===== src/hdl/tcr_pkg.sv =====
// Shared types, constants and helper functions for the timecode frame ring lookup.
package tcr_pkg;

    // Ring geometry and field widths.
    localparam int SLOTS  = 8;
    localparam int SLOT_W = 3;
    localparam int STEP_W = 4;
    localparam int TC_W   = 47;
    localparam int DUR_W  = 32;
    localparam int REQ_W  = 3;
    localparam int AVL_W  = 3;
    localparam int FREE_W = 4;

    // Request codes.
    typedef enum logic [REQ_W-1:0] {
        REQ_WRITE  = 3'd0,
        REQ_SEEK   = 3'd1,
        REQ_PROBE  = 3'd2,
        REQ_LATEST = 3'd3,
        REQ_CLEAR  = 3'd4
    } req_e_t;

    // Sequencer states.
    typedef enum logic [1:0] {
        ST_IDLE,
        ST_SEARCH,
        ST_OUT
    } state_t;

    // One slot as seen on the read port: a valid flag and its stored timecode.
    typedef struct packed {
        logic            vld;
        logic [TC_W-1:0] tc;
    } slot_entry_t;

    // Write and clear controls from the sequencer to the slot store.
    typedef struct packed {
        logic              we;
        logic              clear;
        logic [SLOT_W-1:0] waddr;
    } store_ctrl_t;

    // Advance a slot index with wrap.
    function automatic logic [SLOT_W-1:0] next_slot(input logic [SLOT_W-1:0] p);
        logic [SLOT_W-1:0] r;
        if (p == SLOT_W'(SLOTS - 1)) begin
            r = '0;
        end else begin
            r = p + 1'b1;
        end
        return r;
    endfunction

    // Step a slot index back with wrap.
    function automatic logic [SLOT_W-1:0] prev_slot(input logic [SLOT_W-1:0] p);
        logic [SLOT_W-1:0] r;
        if (p == '0) begin
            r = SLOT_W'(SLOTS - 1);
        end else begin
            r = p - 1'b1;
        end
        return r;
    endfunction

endpackage


===== src/hdl/tcr_store.sv =====
// Slot store: per-slot timecode registers with valid flags, one write and one read port.
module tcr_store (
    input  logic                        clk,
    input  logic                        rst_n,
    input  tcr_pkg::store_ctrl_t        ctrl,
    input  logic [tcr_pkg::TC_W-1:0]    wdata,
    input  logic [tcr_pkg::SLOT_W-1:0]  raddr,
    output tcr_pkg::slot_entry_t        rdata
);
    import tcr_pkg::*;

    logic [TC_W-1:0]  tc_reg [SLOTS];
    logic [SLOTS-1:0] vld_reg;

    // Valid flags: a clear empties every slot at once, a write fills one.
    always_ff @(posedge clk or negedge rst_n)
    begin
        if (!rst_n) begin
            vld_reg <= '0;
        end else if (ctrl.clear) begin
            vld_reg <= '0;
        end else if (ctrl.we) begin
            vld_reg[ctrl.waddr] <= 1'b1;
        end
    end

    // Timecode payload needs no reset; the valid flag guards it.
    always_ff @(posedge clk)
    begin
        if (ctrl.we) begin
            tc_reg[ctrl.waddr] <= wdata;
        end
    end

    // Read port.
    assign rdata.vld = vld_reg[raddr];
    assign rdata.tc  = tc_reg[raddr];

endmodule


===== src/hdl/tcr_match.sv =====
// Window compare unit: tests whether a query falls in [stored, stored + duration).
module tcr_match (
    input  tcr_pkg::slot_entry_t       entry,
    input  logic [tcr_pkg::TC_W-1:0]   query,
    input  logic [tcr_pkg::DUR_W-1:0]  duration,
    output logic                       holds
);
    import tcr_pkg::*;

    logic [TC_W:0] diff;
    logic          borrow;
    logic          in_window;

    // One wide subtract; its borrow says the query lies before the stored timecode.
    assign diff   = {1'b0, query} - {1'b0, entry.tc};
    assign borrow = diff[TC_W];

    // Offset must fit below the frame duration.
    assign in_window = (diff[TC_W-1:DUR_W] == '0) && (diff[DUR_W-1:0] < duration);

    // An empty slot never matches.
    assign holds = entry.vld && !borrow && in_window;

endmodule


===== src/hdl/timecode_frame_ring_lookup.sv =====
// Top level: request sequencer, ring pointers and result register of the frame ring lookup.
//
//  Channel  | Direction | Handshake            | Payload
//  request  | in        | req_valid/req_stall  | req_type, timecode
//  response | out       | rsp_valid/rsp_stall  | slot, hit, available, free_space
//  config   | in        | duration_we          | frame_duration
//
//  Write, latest, clear and unused codes go from idle straight to the output state,
//  where the result is offered until the response transaction completes.
//  Seek and probe walk the ring through the one shared compare unit, one slot per
//  cycle, up to SLOTS + 1 tests, and then move to the output state.
//  Reset empties all slots, zeroes both pointers and sets the frame duration to 1.
//  req_stall stays high from acceptance until the response transaction completes.
module timecode_frame_ring_lookup (
    input  logic                         clk,
    input  logic                         rst_n,
    input  logic                         req_valid,
    output logic                         req_stall,
    input  logic [tcr_pkg::REQ_W-1:0]    req_type,
    input  logic [tcr_pkg::TC_W-1:0]     timecode,
    output logic                         rsp_valid,
    input  logic                         rsp_stall,
    output logic [tcr_pkg::SLOT_W-1:0]   slot,
    output logic                         hit,
    output logic [tcr_pkg::AVL_W-1:0]    available,
    output logic [tcr_pkg::FREE_W-1:0]   free_space,
    input  logic                         duration_we,
    input  logic [tcr_pkg::DUR_W-1:0]    frame_duration
);
    import tcr_pkg::*;

    state_t              state_reg, state_next;
    logic [SLOT_W-1:0]   rd_ptr_reg, rd_ptr_next;
    logic [SLOT_W-1:0]   wr_ptr_reg, wr_ptr_next;
    logic [SLOT_W-1:0]   walk_reg, walk_next;
    logic [STEP_W-1:0]   step_reg, step_next;
    logic [TC_W-1:0]     query_reg, query_next;
    logic                seek_reg, seek_next;
    logic [SLOT_W-1:0]   slot_reg, slot_next;
    logic                hit_reg, hit_next;
    logic [DUR_W-1:0]    duration_reg;

    logic                accept;
    logic                out_done;
    logic                is_search;
    logic                found;
    logic                stop_empty;
    logic                stop_end;
    req_e_t              req_code;
    store_ctrl_t         store_ctrl;
    slot_entry_t         entry;

    assign req_code  = req_e_t'(req_type);
    assign accept    = req_valid && !req_stall;
    assign out_done  = rsp_valid && !rsp_stall;
    assign is_search = (req_code == REQ_SEEK) || (req_code == REQ_PROBE);

    // Slot storage and the shared window compare.
    tcr_store u_store (
        .clk   (clk),
        .rst_n (rst_n),
        .ctrl  (store_ctrl),
        .wdata (timecode),
        .raddr (walk_reg),
        .rdata (entry)
    );

    tcr_match u_match (
        .entry    (entry),
        .query    (query_reg),
        .duration (duration_reg),
        .holds    (found)
    );

    // Walk termination: an empty slot after the first test, or the ring fully covered.
    assign stop_empty = (step_reg != '0) && !entry.vld;
    assign stop_end   = (step_reg == STEP_W'(SLOTS));

    // Frame duration register.
    always_ff @(posedge clk or negedge rst_n)
    begin
        if (!rst_n) begin
            duration_reg <= DUR_W'(1);
        end else if (duration_we) begin
            duration_reg <= frame_duration;
        end
    end

    // Control registers.
    always_ff @(posedge clk or negedge rst_n)
    begin
        if (!rst_n) begin
            state_reg  <= ST_IDLE;
            rd_ptr_reg <= '0;
            wr_ptr_reg <= '0;
            step_reg   <= '0;
        end else begin
            state_reg  <= state_next;
            rd_ptr_reg <= rd_ptr_next;
            wr_ptr_reg <= wr_ptr_next;
            step_reg   <= step_next;
        end
    end

    // Payload registers.
    always_ff @(posedge clk)
    begin
        walk_reg  <= walk_next;
        query_reg <= query_next;
        seek_reg  <= seek_next;
        slot_reg  <= slot_next;
        hit_reg   <= hit_next;
    end

    // Next state.
    always_comb
    begin
        state_next = state_reg;
        unique case (state_reg)
            ST_IDLE:
            begin
                if (accept) begin
                    state_next = is_search ? ST_SEARCH : ST_OUT;
                end
            end
            ST_SEARCH:
            begin
                if (stop_empty || found || stop_end) begin
                    state_next = ST_OUT;
                end
            end
            ST_OUT:
            begin
                if (out_done) begin
                    state_next = ST_IDLE;
                end
            end
            default:
            begin
                state_next = ST_IDLE;
            end
        endcase
    end

    // Handshake outputs and store controls.
    always_comb
    begin
        req_stall        = 1'b1;
        rsp_valid        = 1'b0;
        store_ctrl.we    = 1'b0;
        store_ctrl.clear = 1'b0;
        store_ctrl.waddr = wr_ptr_reg;
        unique case (state_reg)
            ST_IDLE:
            begin
                req_stall        = 1'b0;
                store_ctrl.we    = req_valid && (req_code == REQ_WRITE);
                store_ctrl.clear = req_valid && (req_code == REQ_CLEAR);
            end
            ST_SEARCH:
            begin
                req_stall = 1'b1;
            end
            ST_OUT:
            begin
                rsp_valid = 1'b1;
            end
            default:
            begin
                req_stall = 1'b1;
            end
        endcase
    end

    // Datapath: pointer updates, walk sequencing and the result register.
    always_comb
    begin
        rd_ptr_next = rd_ptr_reg;
        wr_ptr_next = wr_ptr_reg;
        walk_next   = walk_reg;
        step_next   = step_reg;
        query_next  = query_reg;
        seek_next   = seek_reg;
        slot_next   = slot_reg;
        hit_next    = hit_reg;
        if (state_reg == ST_IDLE && accept) begin
            query_next = timecode;
            seek_next  = (req_code == REQ_SEEK);
            walk_next  = rd_ptr_reg;
            step_next  = '0;
            slot_next  = rd_ptr_reg;
            hit_next   = 1'b1;
            unique case (req_code)
                REQ_WRITE:
                begin
                    slot_next   = wr_ptr_reg;
                    wr_ptr_next = next_slot(wr_ptr_reg);
                end
                REQ_SEEK, REQ_PROBE:
                begin
                    slot_next = rd_ptr_reg;
                end
                REQ_LATEST:
                begin
                    rd_ptr_next = prev_slot(wr_ptr_reg);
                    slot_next   = prev_slot(wr_ptr_reg);
                end
                REQ_CLEAR:
                begin
                    rd_ptr_next = '0;
                    wr_ptr_next = '0;
                    slot_next   = '0;
                end
                default:
                begin
                    hit_next = 1'b0;
                end
            endcase
        end else if (state_reg == ST_SEARCH) begin
            if (stop_empty || (!found && stop_end)) begin
                // Miss: report the old read slot; a seek falls back to the newest frame.
                slot_next = rd_ptr_reg;
                hit_next  = 1'b0;
                if (seek_reg) begin
                    rd_ptr_next = prev_slot(wr_ptr_reg);
                end
            end else if (found) begin
                slot_next = walk_reg;
                hit_next  = 1'b1;
                if (seek_reg) begin
                    rd_ptr_next = walk_reg;
                end
            end else begin
                walk_next = next_slot(walk_reg);
                step_next = step_reg + 1'b1;
            end
        end
    end

    // Response payload; occupancy follows the pointers, which hold while a result waits.
    assign slot       = slot_reg;
    assign hit        = hit_reg;
    assign available  = wr_ptr_reg - rd_ptr_reg;
    assign free_space = FREE_W'(SLOTS) - {1'b0, available};

    // The walk never goes past one full turn of the ring.
    a_step_bound: assert property (@(posedge clk) disable iff (!rst_n)
        (state_reg == ST_SEARCH) |-> (step_reg <= STEP_W'(SLOTS)))
        else $error("search step count exceeded ring size");

    // A request that needs no search is answered in the next cycle.
    a_direct_rsp: assert property (@(posedge clk) disable iff (!rst_n)
        (accept && !is_search) |=> rsp_valid)
        else $error("direct request not answered in the next cycle");

    // No result is repeated once it has been taken.
    a_single_rsp: assert property (@(posedge clk) disable iff (!rst_n)
        out_done |=> !rsp_valid)
        else $error("response repeated");

    // A probe never moves the read pointer.
    a_probe_keeps: assert property (@(posedge clk) disable iff (!rst_n)
        (state_reg == ST_SEARCH && !seek_reg) |=> $stable(rd_ptr_reg))
        else $error("probe moved the read pointer");

    // A found slot always reports a hit.
    a_found_hit: assert property (@(posedge clk) disable iff (!rst_n)
        (state_reg == ST_SEARCH && found) |=> (hit_reg && rsp_valid))
        else $error("match not reported as hit");

endmodule

===== config.mk =====
export PLATFORM = sky130hd
export DESIGN_NAME = timecode_frame_ring_lookup
export DESIGN_NICKNAME = d
export VERILOG_FILES = /design/src/hdl/tcr_pkg.sv /design/src/hdl/tcr_store.sv /design/src/hdl/tcr_match.sv /design/src/hdl/timecode_frame_ring_lookup.sv
export SDC_FILE = /design/constraint.sdc
export NUM_CORES = 1
export LEC_CHECK = 0
export ABC_AREA = 1
export BUFFER_PORTS_ARGS = -buffer_cell sky130_fd_sc_hd__buf_2
export CAP_MARGIN = 20
export CORE_ASPECT_RATIO = 0.9
export CORE_UTILIZATION = 55
export CTS_CLUSTER_SIZE = 25
export DETAILED_ROUTE_END_ITERATION = 16
export PLACE_DENSITY = 0.81
export REMOVE_ABC_BUFFERS = 1
export SETUP_SLACK_MARGIN = 0.02
export SYNTH_ARGS = -nofsm -noshare
export SYNTH_HDL_FRONTEND = slang
export SYNTH_HIERARCHICAL = 1
export SYNTH_SLANG_ARGS = --single-unit

===== constraint.sdc =====
create_clock -name clk -period 3.9 [get_ports clk]
set_input_delay 0.39 -clock clk [delete_from_list [all_inputs] [get_ports clk]]
set_output_delay 0.39 -clock clk [all_outputs]
set_load 0.02 [all_outputs]

== Word level (Yosys, flattened, before mapping) ==
Memories as Yosys holds them, arrays and structs flattened. A register that Yosys moved wholly into a read port is not among the register bits.
Index checks and enable logic that the tools add are counted.

* Output and inout port bits: 13
* Memory bits (writable): 376
* Register bits: 107
* Word-level logic and storage cells: 121
* Memories kept: 1
* Bits of input ports: 87

{| class="wikitable"
|+ Memory list
! name !! words !! width !! rd ports !! clocked after Yosys merged registers in !! write ports !! RTL line !! source
|-
| u_store.tc_reg || 8 || 47 || 1 || 1 || 1 || tcr_store.sv:12 || <nowiki>logic [TC_W-1:0] tc_reg [SLOTS];</nowiki>
|}

* Bitwise gates (word level): 1
* Reduce and logical (&&, ||, !) cells: 34
* Eq/ne operators: 17
* Magnitude comparators: 4
* $add $sub $neg: 7
* Mux-type cells: 46

{| class="wikitable"
|+ Operators with widths
! kind !! number
|-
| 2-to-1 mux 3 bit || 18
|-
| subtractor 47 x 47 -> 48 bit || 1
|-
| < comparator 32 bit || 1
|-
| 2-to-1 mux 4 bit || 4
|-
| 2-to-1 mux 8 bit || 2
|-
| zero test 15 bit || 1
|-
| one-hot mux 3 bit (2 select lines) || 2
|-
| logical AND 1 bit || 11
|-
| 2-to-1 mux 1 bit || 11
|-
| 2-to-1 mux 2 bit || 5
|-
| equality test 3 bit (second input constant) || 3
|-
| one-hot mux 3 bit (3 select lines) || 1
|-
| < comparator 3 x 4 -> 1 bit (second input constant) || 2
|-
| != test 2 bit (second input constant) || 4
|-
| OR 8 bit || 1
|-
| adder 3 x 1 -> 3 bit (second input constant) || 2
|-
| equality test 3 x 2 -> 1 bit (second input constant) || 2
|-
| zero test 3 bit || 2
|-
| != test 3 x 2 -> 1 bit (second input constant) || 2
|-
| one-hot mux 2 bit (3 select lines) || 1
|-
| AND reduction 3 bit || 2
|-
| nonzero test 2 bit || 3
|-
| AND reduction 5 bit || 1
|-
| OR reduction 5 bit || 1
|-
| 19 further kinds || 26
|}

== Depth between registers and ports, before layout ==
Gate-level depths: netlist (run 1).

* Depth after elaboration: 11
* Mapped depth: 42
* Gate-level depth less buffers: 40

== Cells and area by module ==
The synthesis (run 1) kept the hierarchy.

{| class="wikitable"
|+ Modules (own cells, without submodules)
! module !! area each (um^2) !! cells each !! times used !! sequential area each (um^2)
|-
| tcr_store || 16,737.3 || 1,696 || 1 || 11,491.0
|-
| tcr_match || 4,515.6 || 874 || 1 || 0.0
|-
| timecode_frame_ring_lookup || 4,017.6 || 294 || 1 || 2,753.9
|}

== Worst setup path after synthesis (run 1) ==
Ideal clock, no wire load.

* Kind: reg-to-reg
* Start point: register walk_reg[0]
* End point: register slot_reg[0] (netlist: slot[0]), data pin
* Clock period less this slack: 4.342 ns
* Arrival: 4.086 ns
* Path slack: -0.442 ns
* Setup time: 0.256 ns
* Cell stages (with the launch flop): 37
* Data required time: 3.644 ns
* Path buffers: 2
* Cell sequence: edfxtp_1 > inv_2 > buf_2 > buf_2 > nand2_1 > nand3_1 > nand2_1 > nand2_1 > nand2_1 > ha_1 > fa_1 > inv_1 > nand3_1 > nor2_1 > nor2_1 > o21bai_1 > a21oi_1 > xnor2_1 > ha_1 > nand2_1 > inv_1 > o21ai_0 > nand4_1 > nor2_1 > nand3_1 > nor2_1 > nand2_1 > nor2_1 > nand2_1 > nor2_2 > inv_1 > nand2_1 > nand2_1 > inv_1 > nor2_1 > o21ai_1 > nand2_1

* Word-level cells in the longest chain between the ends: 10
* Elaborated cells between the ends (all ways): 13
* Those cells by class: 6 x mux; 7 x reduce/logical

{| class="wikitable"
|+ RTL lines
! element !! RTL line !! source
|-
| start: declaration || timecode_frame_ring_lookup.sv:35 || <nowiki>logic [SLOT_W-1:0] walk_reg, walk_next;</nowiki>
|-
| start signal: assignment || timecode_frame_ring_lookup.sv:108 || <nowiki>walk_reg <= walk_next;</nowiki>
|-
| binary-select mux 1 bit (select 3 bit) || tcr_store.sv:36 || <nowiki>assign rdata.vld = vld_reg[raddr];</nowiki>
|-
| 2-to-1 mux 1 bit (not written as such) || tcr_store.sv:36 ||
|-
| logical AND 1 bit (2 in series) || tcr_match.sv:22 || <nowiki>assign holds = entry.vld && !borrow && in_window;</nowiki>
|-
| via found || timecode_frame_ring_lookup.sv:46 || <nowiki>logic found;</nowiki>
|-
| zero test 1 bit || timecode_frame_ring_lookup.sv:220 || <nowiki>if (stop_empty || (!found && stop_end)) begin</nowiki>
|-
| logical AND 1 bit || timecode_frame_ring_lookup.sv:220 ||
|-
| logical OR 1 bit || timecode_frame_ring_lookup.sv:220 ||
|-
| 2-to-1 mux 3 bit || timecode_frame_ring_lookup.sv:220 ||
|-
| 2-to-1 mux 3 bit || timecode_frame_ring_lookup.sv:219 || <nowiki>end else if (state_reg == ST_SEARCH) begin</nowiki>
|-
| 2-to-1 mux 3 bit || timecode_frame_ring_lookup.sv:186 || <nowiki>if (state_reg == ST_IDLE && accept) begin</nowiki>
|-
| via slot_next[0] || timecode_frame_ring_lookup.sv:39 || <nowiki>logic [SLOT_W-1:0] slot_reg, slot_next;</nowiki>
|-
| end signal: assignment || timecode_frame_ring_lookup.sv:111 || <nowiki>slot_reg <= slot_next;</nowiki>
|-
| end: declaration || timecode_frame_ring_lookup.sv:39 ||
|}

The timed path passes the listed nets, and every way through them passes these cells. The select of a mux whose other input is x is not followed.
A chain may end at the register's enable or synchronous reset.

== Worst setup path in the final report (run 1) ==
Ends and elaborated chain as after synthesis.

==> results of run 1 <==
==> layer usage <==
layer  share of wire, %  routed length (um)  track usage [%]  up-vias
met5                  0                   0                0        -
met1                 40               29000             39.5     9851
met3                 10                7440             6.69      209
met2                 46               33600             48.5     1155
li1                   -                   -                -     9667
met4                3.3                2370             10.3        0
==> metrics by stage <==
step / setup slack [ps] / total power [W]
after floorplan: -5560 / 0.0154
after global placement: -1160 / 0.0217
after detailed placement: -1270 / 0.0221
after CTS: -859 / 0.0279
after global routing: -1260 / 0.0321
final: -1020 / 0.0303
==> report_power, final <==
part	internal, W	total (W)	leakage [nW]	switching [W]
logic	0.00825	0.0195	9.75	0.0113
clock network	0.00262	0.00459	0.742	0.00196
registers	0.00600	0.00620	4.54	0.000195
total	0.0169	0.0303	15.0	0.0134
==> cell families (layout without fill, tap and decap cells) <==
group,count (synthesis),count (layout)
AND/OR/NAND/NOR,1363,1363
buffers and inverters,714,1098
flip-flops,483,483
AO/OA/AOI/OAI,149,149
adder cells (fa/ha/maj),90,90
XOR/XNOR,33,33
multiplexers,32,32
other,0,2
==> worst max-delay path by stage <==
| stage | slack, ps | to | start | depth (start not counted) |
|---|---|---|---|---|
| after floorplan | -5560 | slot[0] | walk_reg[0] | 34 |
| after global placement | -1160 | slot[0] | walk_reg[1] | 37 |
| after detailed placement | -1270 | slot[0] | walk_reg[0] | 39 |
| after CTS | -860 | rd_ptr_reg[1] | walk_reg[0] | 39 |
| after global routing | -1260 | rd_ptr_reg[0] | walk_reg[0] | 40 |
| final | -1020 | slot[0] | walk_reg[0] | 36 |
==> synth_stat cells, drive strengths merged <==
| cell type | instances | area [um2] |
|---|---|---|
| dfrtp | 51 | 1280 |
| o21a | 1 | 7.51 |
| and3 | 1 | 6.26 |
| clkinv | 2 | 7.51 |
| a21o | 5 | 37.5 |
| o21bai | 11 | 82.6 |
| nand4 | 13 | 81.3 |
| and2 | 1 | 6.26 |
| a31oi | 6 | 37.5 |
| mux2 | 32 | 360 |
| o31ai | 2 | 15.0 |
| a21oi | 72 | 364 |
| buf | 67 | 344 |
| ha | 88 | 1100 |
| dfstp | 1 | 26.3 |
| nand2 | 965 | 3660 |
| xnor2 | 12 | 105 |
| nor2 | 121 | 509 |
| o211ai | 2 | 15.0 |
| nor3 | 11 | 55.1 |
| fa | 2 | 40.0 |
| o221ai | 1 | 8.76 |
| xor2 | 21 | 184 |
| inv | 631 | 2370 |
| nor3b | 1 | 7.51 |
| nand3 | 249 | 1300 |
| a21boi | 3 | 22.5 |
| a211oi | 2 | 15.0 |
| clkbuf | 14 | 52.6 |
| nand3b | 1 | 7.51 |
| o21ai | 44 | 228 |
| edfxtp | 431 | 12900 |
==> repair_timing <==
| action | CTS | global route |
|---|---|---|
| pin swaps | 20 | 89 |
| hold buffers | 1 | 0 |
| buffers inserted | 11 | 14 |
| resized for setup | 109 | 177 |
| hold endpoints to repair | 51 | 0 |
| endpoints found under the setup margin | 20 | 20 |
| gates cloned | 5 | 6 |
==> cell type report <==
class / instances / area (um2) / area share, %
diodes: 2 / 5.00 / 0.0160
clock inverters: 27 / 278 / 0.886
repair buffers: 377 / 3080 / 9.83
multi-input cells: 1667 / 9310 / 29.7
inverters: 633 / 2410 / 7.68
repair inverters: 1 / 16.3 / 0.0519
well taps: 608 / 761 / 2.43
flip-flops and latches: 483 / 14200 / 45.4
clock buffers: 60 / 1260 / 4.01
==> impl_metrics.ini, run 1 <==
[sta]
skew_ps = 24.1
min_period_over_period_pct = 126
drv_slew = 0
rsz0062_at_grt = yes
timing.fmax_mhz = 203
fin_setup_tns_ps = -18230
timing.hold.ws_ps = 32.7
layout_min_cycle_time_ps = 4920
relSlewSlack_pct = 33.5
hold_viol_final = 0
worst_pin_slew_ps = 997
layout_setup_ws_ps = -1020
setup_viol = 20

[drt]
wl_per_cell_um = 18.8
drc_errors = 0
vias = 20882
drt_iter0_markers = 2225
viasPerCell = 5.41
drt-total-wl_um = 72400
postRouteAntennaNets = 0
first_pass_iters = 8

[placement]
portBuffers = 99
dpl_cell_area_um2 = 28200
dpl.hpwl_um = 45100
place_inst = 3733
gp_congestion = 0.994

[global_routing]
grt_pass1_wl_um = 107000
grt_pass1_vias = 20018
grt_max_degree = 59
antenna_found_initial = 2
grt_overflow_total = 0
grt_use_total_pct = 29.8

[worst_setup_path]
cp_num_buf_inv = 12
slowest_delay_ps = 470
worst-r2r-cell-count = 36
cpMostUsedCell = nand2_1
cp_data_required_time_ps = 4230
startpoint_type = flop
crit_path_end_kind = flop
r2r-start = walk_reg[0]
regToRegSetupSlack_ps = -1020
crit_type = flop to flop
crit_fanout = 9
rr_endpoint = slot[0]
crit_arrival_ps = 5250
cp_slowest_cell = edfxtp_1
crit_family = simple AND/OR/NAND/NOR gates

[yosys]
yosysSeqAreaShare_pct = 56.4
ys_types = 47
synth_xor_area_share_pct = 1.14
syn_area_um2 = 25300
yosys_warnings = 6
synth_compound_area_share_pct = 3.30
ys_ff_latch = 483
synthMuxAreaShare_pct = 1.43
synth-adder-area-share_pct = 4.52
synth.avg_cell_area_um2 = 8.82
synth_top_family_by_area = simple AND/OR/NAND/NOR gates
syn_inst = 2864
synth_simple_gate_area_share_pct = 22.3

[die]
die_w_um = 228
fp.coreArea_um2 = 45400
start_util_pct = 55.7
die_y_um = 205
rows = 74
ioPinCount = 100
die_area_um2 = 46800

[clock_network]
cts.clk_slew.worst_paths_ps = 60
numCtsBuffers = 48
cts.path.max_buffers = 3
htree_num_levels = 2
cts_tree = done
clock_latency_ps = 590
clock_sinks = 483
clockRootBuffer = clkbuf_16

[layout]
stdcell_count = 3858
area_growth_pct = 24.1
largest_reg_flops = 376
final_nets = 3388
final_area_um2 = 31400
n_fill_cell = 3222
drive_gt1_share_pct = 22.1
final_common_cell = nand2_1
final_core_util_pct = 69.1
layout_common_cells = nand2_1, inv_1, edfxtp_1

[min_path]
worstHoldEndpoint = duration_reg[5]
worstHoldPathCells = 2
hp-class = input port to flop
min-delay-start = frame_duration[5]

[pwr]
powerDensity_nw_per_um2 = 966
power.leakage_nw = 15.0
ir_drop_v = 0.000542

[run_status]
status = finished, violations left
violations = setup timing

[job]
maxCapViolations = 0
No activity file was read; power rests on OpenSTA's default activity.
==> inputs of run 2 (changes only) <==
- SYNTH_HIERARCHICAL: 1 -> unset
==> run 2 against run 1 <==
The flow still finishes with violations (setup timing). Clock skew up 5.0 ps. Critical path type unchanged. Largest cell class unchanged. Die area down 8.8%. Flip-flop and latch count up 3.
==> impl_metrics.ini, run 2 <==
[run_status]
status = finished, violations left
violations = setup timing

[clock_network]
numCtsBuffers = 46
htree_num_levels = 2
cts.clk_slew.worst_paths_ps = 70
clock_latency_ps = 620
clockRootBuffer = clkbuf_16
clock_sinks = 486
cts.path.max_buffers = 3
cts_tree = done

[worst_setup_path]
crit_type = flop to flop
startpoint_type = flop
cpMostUsedCell = nand2_1
slowest_delay_ps = 390
crit_path_end_kind = flop
cp_slowest_cell = dfxtp_4
regToRegSetupSlack_ps = -1330
worst-r2r-cell-count = 31
crit_arrival_ps = 5720
cp_data_required_time_ps = 4400
crit_fanout = 13

[drt]
vias = 19819
drt_iter0_markers = 2991
wl_per_cell_um = 24.0
first_pass_iters = 8
postRouteAntennaNets = 0
drt-total-wl_um = 76300
viasPerCell = 6.22
drc_errors = 0

[layout]
drive_gt1_share_pct = 32.3
final_nets = 2786
layout_common_cells = edfxtp_1, nand2_1, nor2_1
stdcell_count = 3187
final_area_um2 = 30400
area_growth_pct = 32.1
final_core_util_pct = 74.4
final_common_cell = edfxtp_1
largest_reg_flops = 376

[yosys]
yosysMostFrequentCell = edfxtp_1
synth_top_area_share_pct = 56.2
synth_common_cells = edfxtp_1, nand2_1, nor2_1
yosysSeqAreaShare_pct = 62.1
ys_ff_latch = 486
synth.avg_cell_area_um2 = 10.5
synth_edf_count = 431
ys_top_cells_by_area = edfxtp_1, o21ai_0, nand2_1, dfrtp_1, nor2_1
syn_inst = 2202
synth_ff_type = edfxtp_1
yosys_warnings = 0
ys_types = 50
syn_area_um2 = 23000
async_flop_share_pct = 10.7
synth_top_cell_by_area = edfxtp_1

[sta]
layout_setup_ws_ps = -1330
rsz0062_at_grt = yes
timing.fmax_mhz = 191
setup_viol = 23
relSlewSlack_pct = 35.2
worst_pin_slew_ps = 972
layout_min_cycle_time_ps = 5230
min_period_over_period_pct = 134
drv_slew = 0
skew_ps = 29.1
hold_viol_final = 0
timing.hold.ws_ps = 11.2

[die]
die_area_um2 = 42700
die_y_um = 196
die_w_um = 218
start_util_pct = 56.3
ioPinCount = 100
rows = 70
fp.coreArea_um2 = 40900

[global_routing]
grt_overflow_total = 0
grt_use_total_pct = 31.7
grt_pass1_wl_um = 103000
antenna_found_initial = 1
grt_pass1_vias = 18634
grt_max_degree = 64

[min_path]
worstHoldEndpoint = duration_reg[6]
hp-class = input port to flop
min-delay-start = frame_duration[6]
worstHoldPathCells = 3

[placement]
place_inst = 3016
portBuffers = 99
gp_congestion = 0.993
dpl.hpwl_um = 41500
dpl_cell_area_um2 = 26100

[job]
maxCapViolations = 0
==> run 2: worst max-delay path by stage <==
| stage | start | to | slack (ps) |
|---|---|---|---|
| global route | flop | flop | -1460 |
| CTS | flop | rd_ptr_reg[0] | -690 |
| global placement | flop | rd_ptr_reg[0] | -790 |
| floorplan | flop | step_reg[0] | -6780 |
| detailed placement | flop | rd_ptr_reg[0] | -900 |
| finish | flop | flop | -1330 |
==> run 2: logic make-up (layout without fill, tap and decap cells) <==
family | Yosys count | after routing | synth area share, %
compound gates | 513 | 513 | 12.7
xor+xnor | 34 | 34 | 1.29
fa+ha+maj | 90 | 90 | 4.96
buf+inv | 288 | 730 | 4.75
flops | 486 | 486 | 62.1
mux | 1 | 1 | 0.0489
other cells | 0 | 2 | 0
simple gates | 790 | 791 | 14.2
==> run 2: per-stage QoR <==
step	TNS [ps]	setup slack, ps
global route	-31530	-1460
floorplan	-154200	-6780
global placement	-16470	-790
finish	-28140	-1330
CTS	-13700	-693
detailed placement	-18540	-901
==> run 2: final cells by class <==
class	instances	area, um2
inverters	206	805
clock inverters	26	327
diodes	2	5.00
fillers	2420	10500
flip-flops and latches	486	14300
well taps	540	676
multi-input cells	1429	9290
repair inverters	1	8.76
clock buffers	58	1200
repair buffers	439	3790
==> run 2: what timing repair did <==
item / 4_1_cts / 5_1_grt
buffers inserted: 39 / 28
endpoints found under the hold margin: 54 / 0
endpoints found under the setup margin: 23 / 23
cloned: 9 / 7
pin swaps: 83 / 122
hold buffers: 4 / 0
resized for setup: 205 / 297
==> run 2: worst max-delay path: cells and delay by family (launching register included) <==
family	cells	cell delay [ps]
compound gates	8	1180
xor+xnor	1	210
simple gates	17	2140
flops	1	390
buf+inv	3	550
fa+ha+maj	2	630
==> run 2: per-layer routing <==
metal  vias up  routed length [um]  global-route usage [%]
met1      9451               27900                    43.9
met5         -                   0                       0
met4         0                4140                    11.9
li1       8499                   -                       -
met3       351                8650                    4.65
met2      1518               35700                    50.7
Power of run 2 is not shown: default switching activity piles up to over one toggle a cycle in this logic, so the estimate is an artifact.
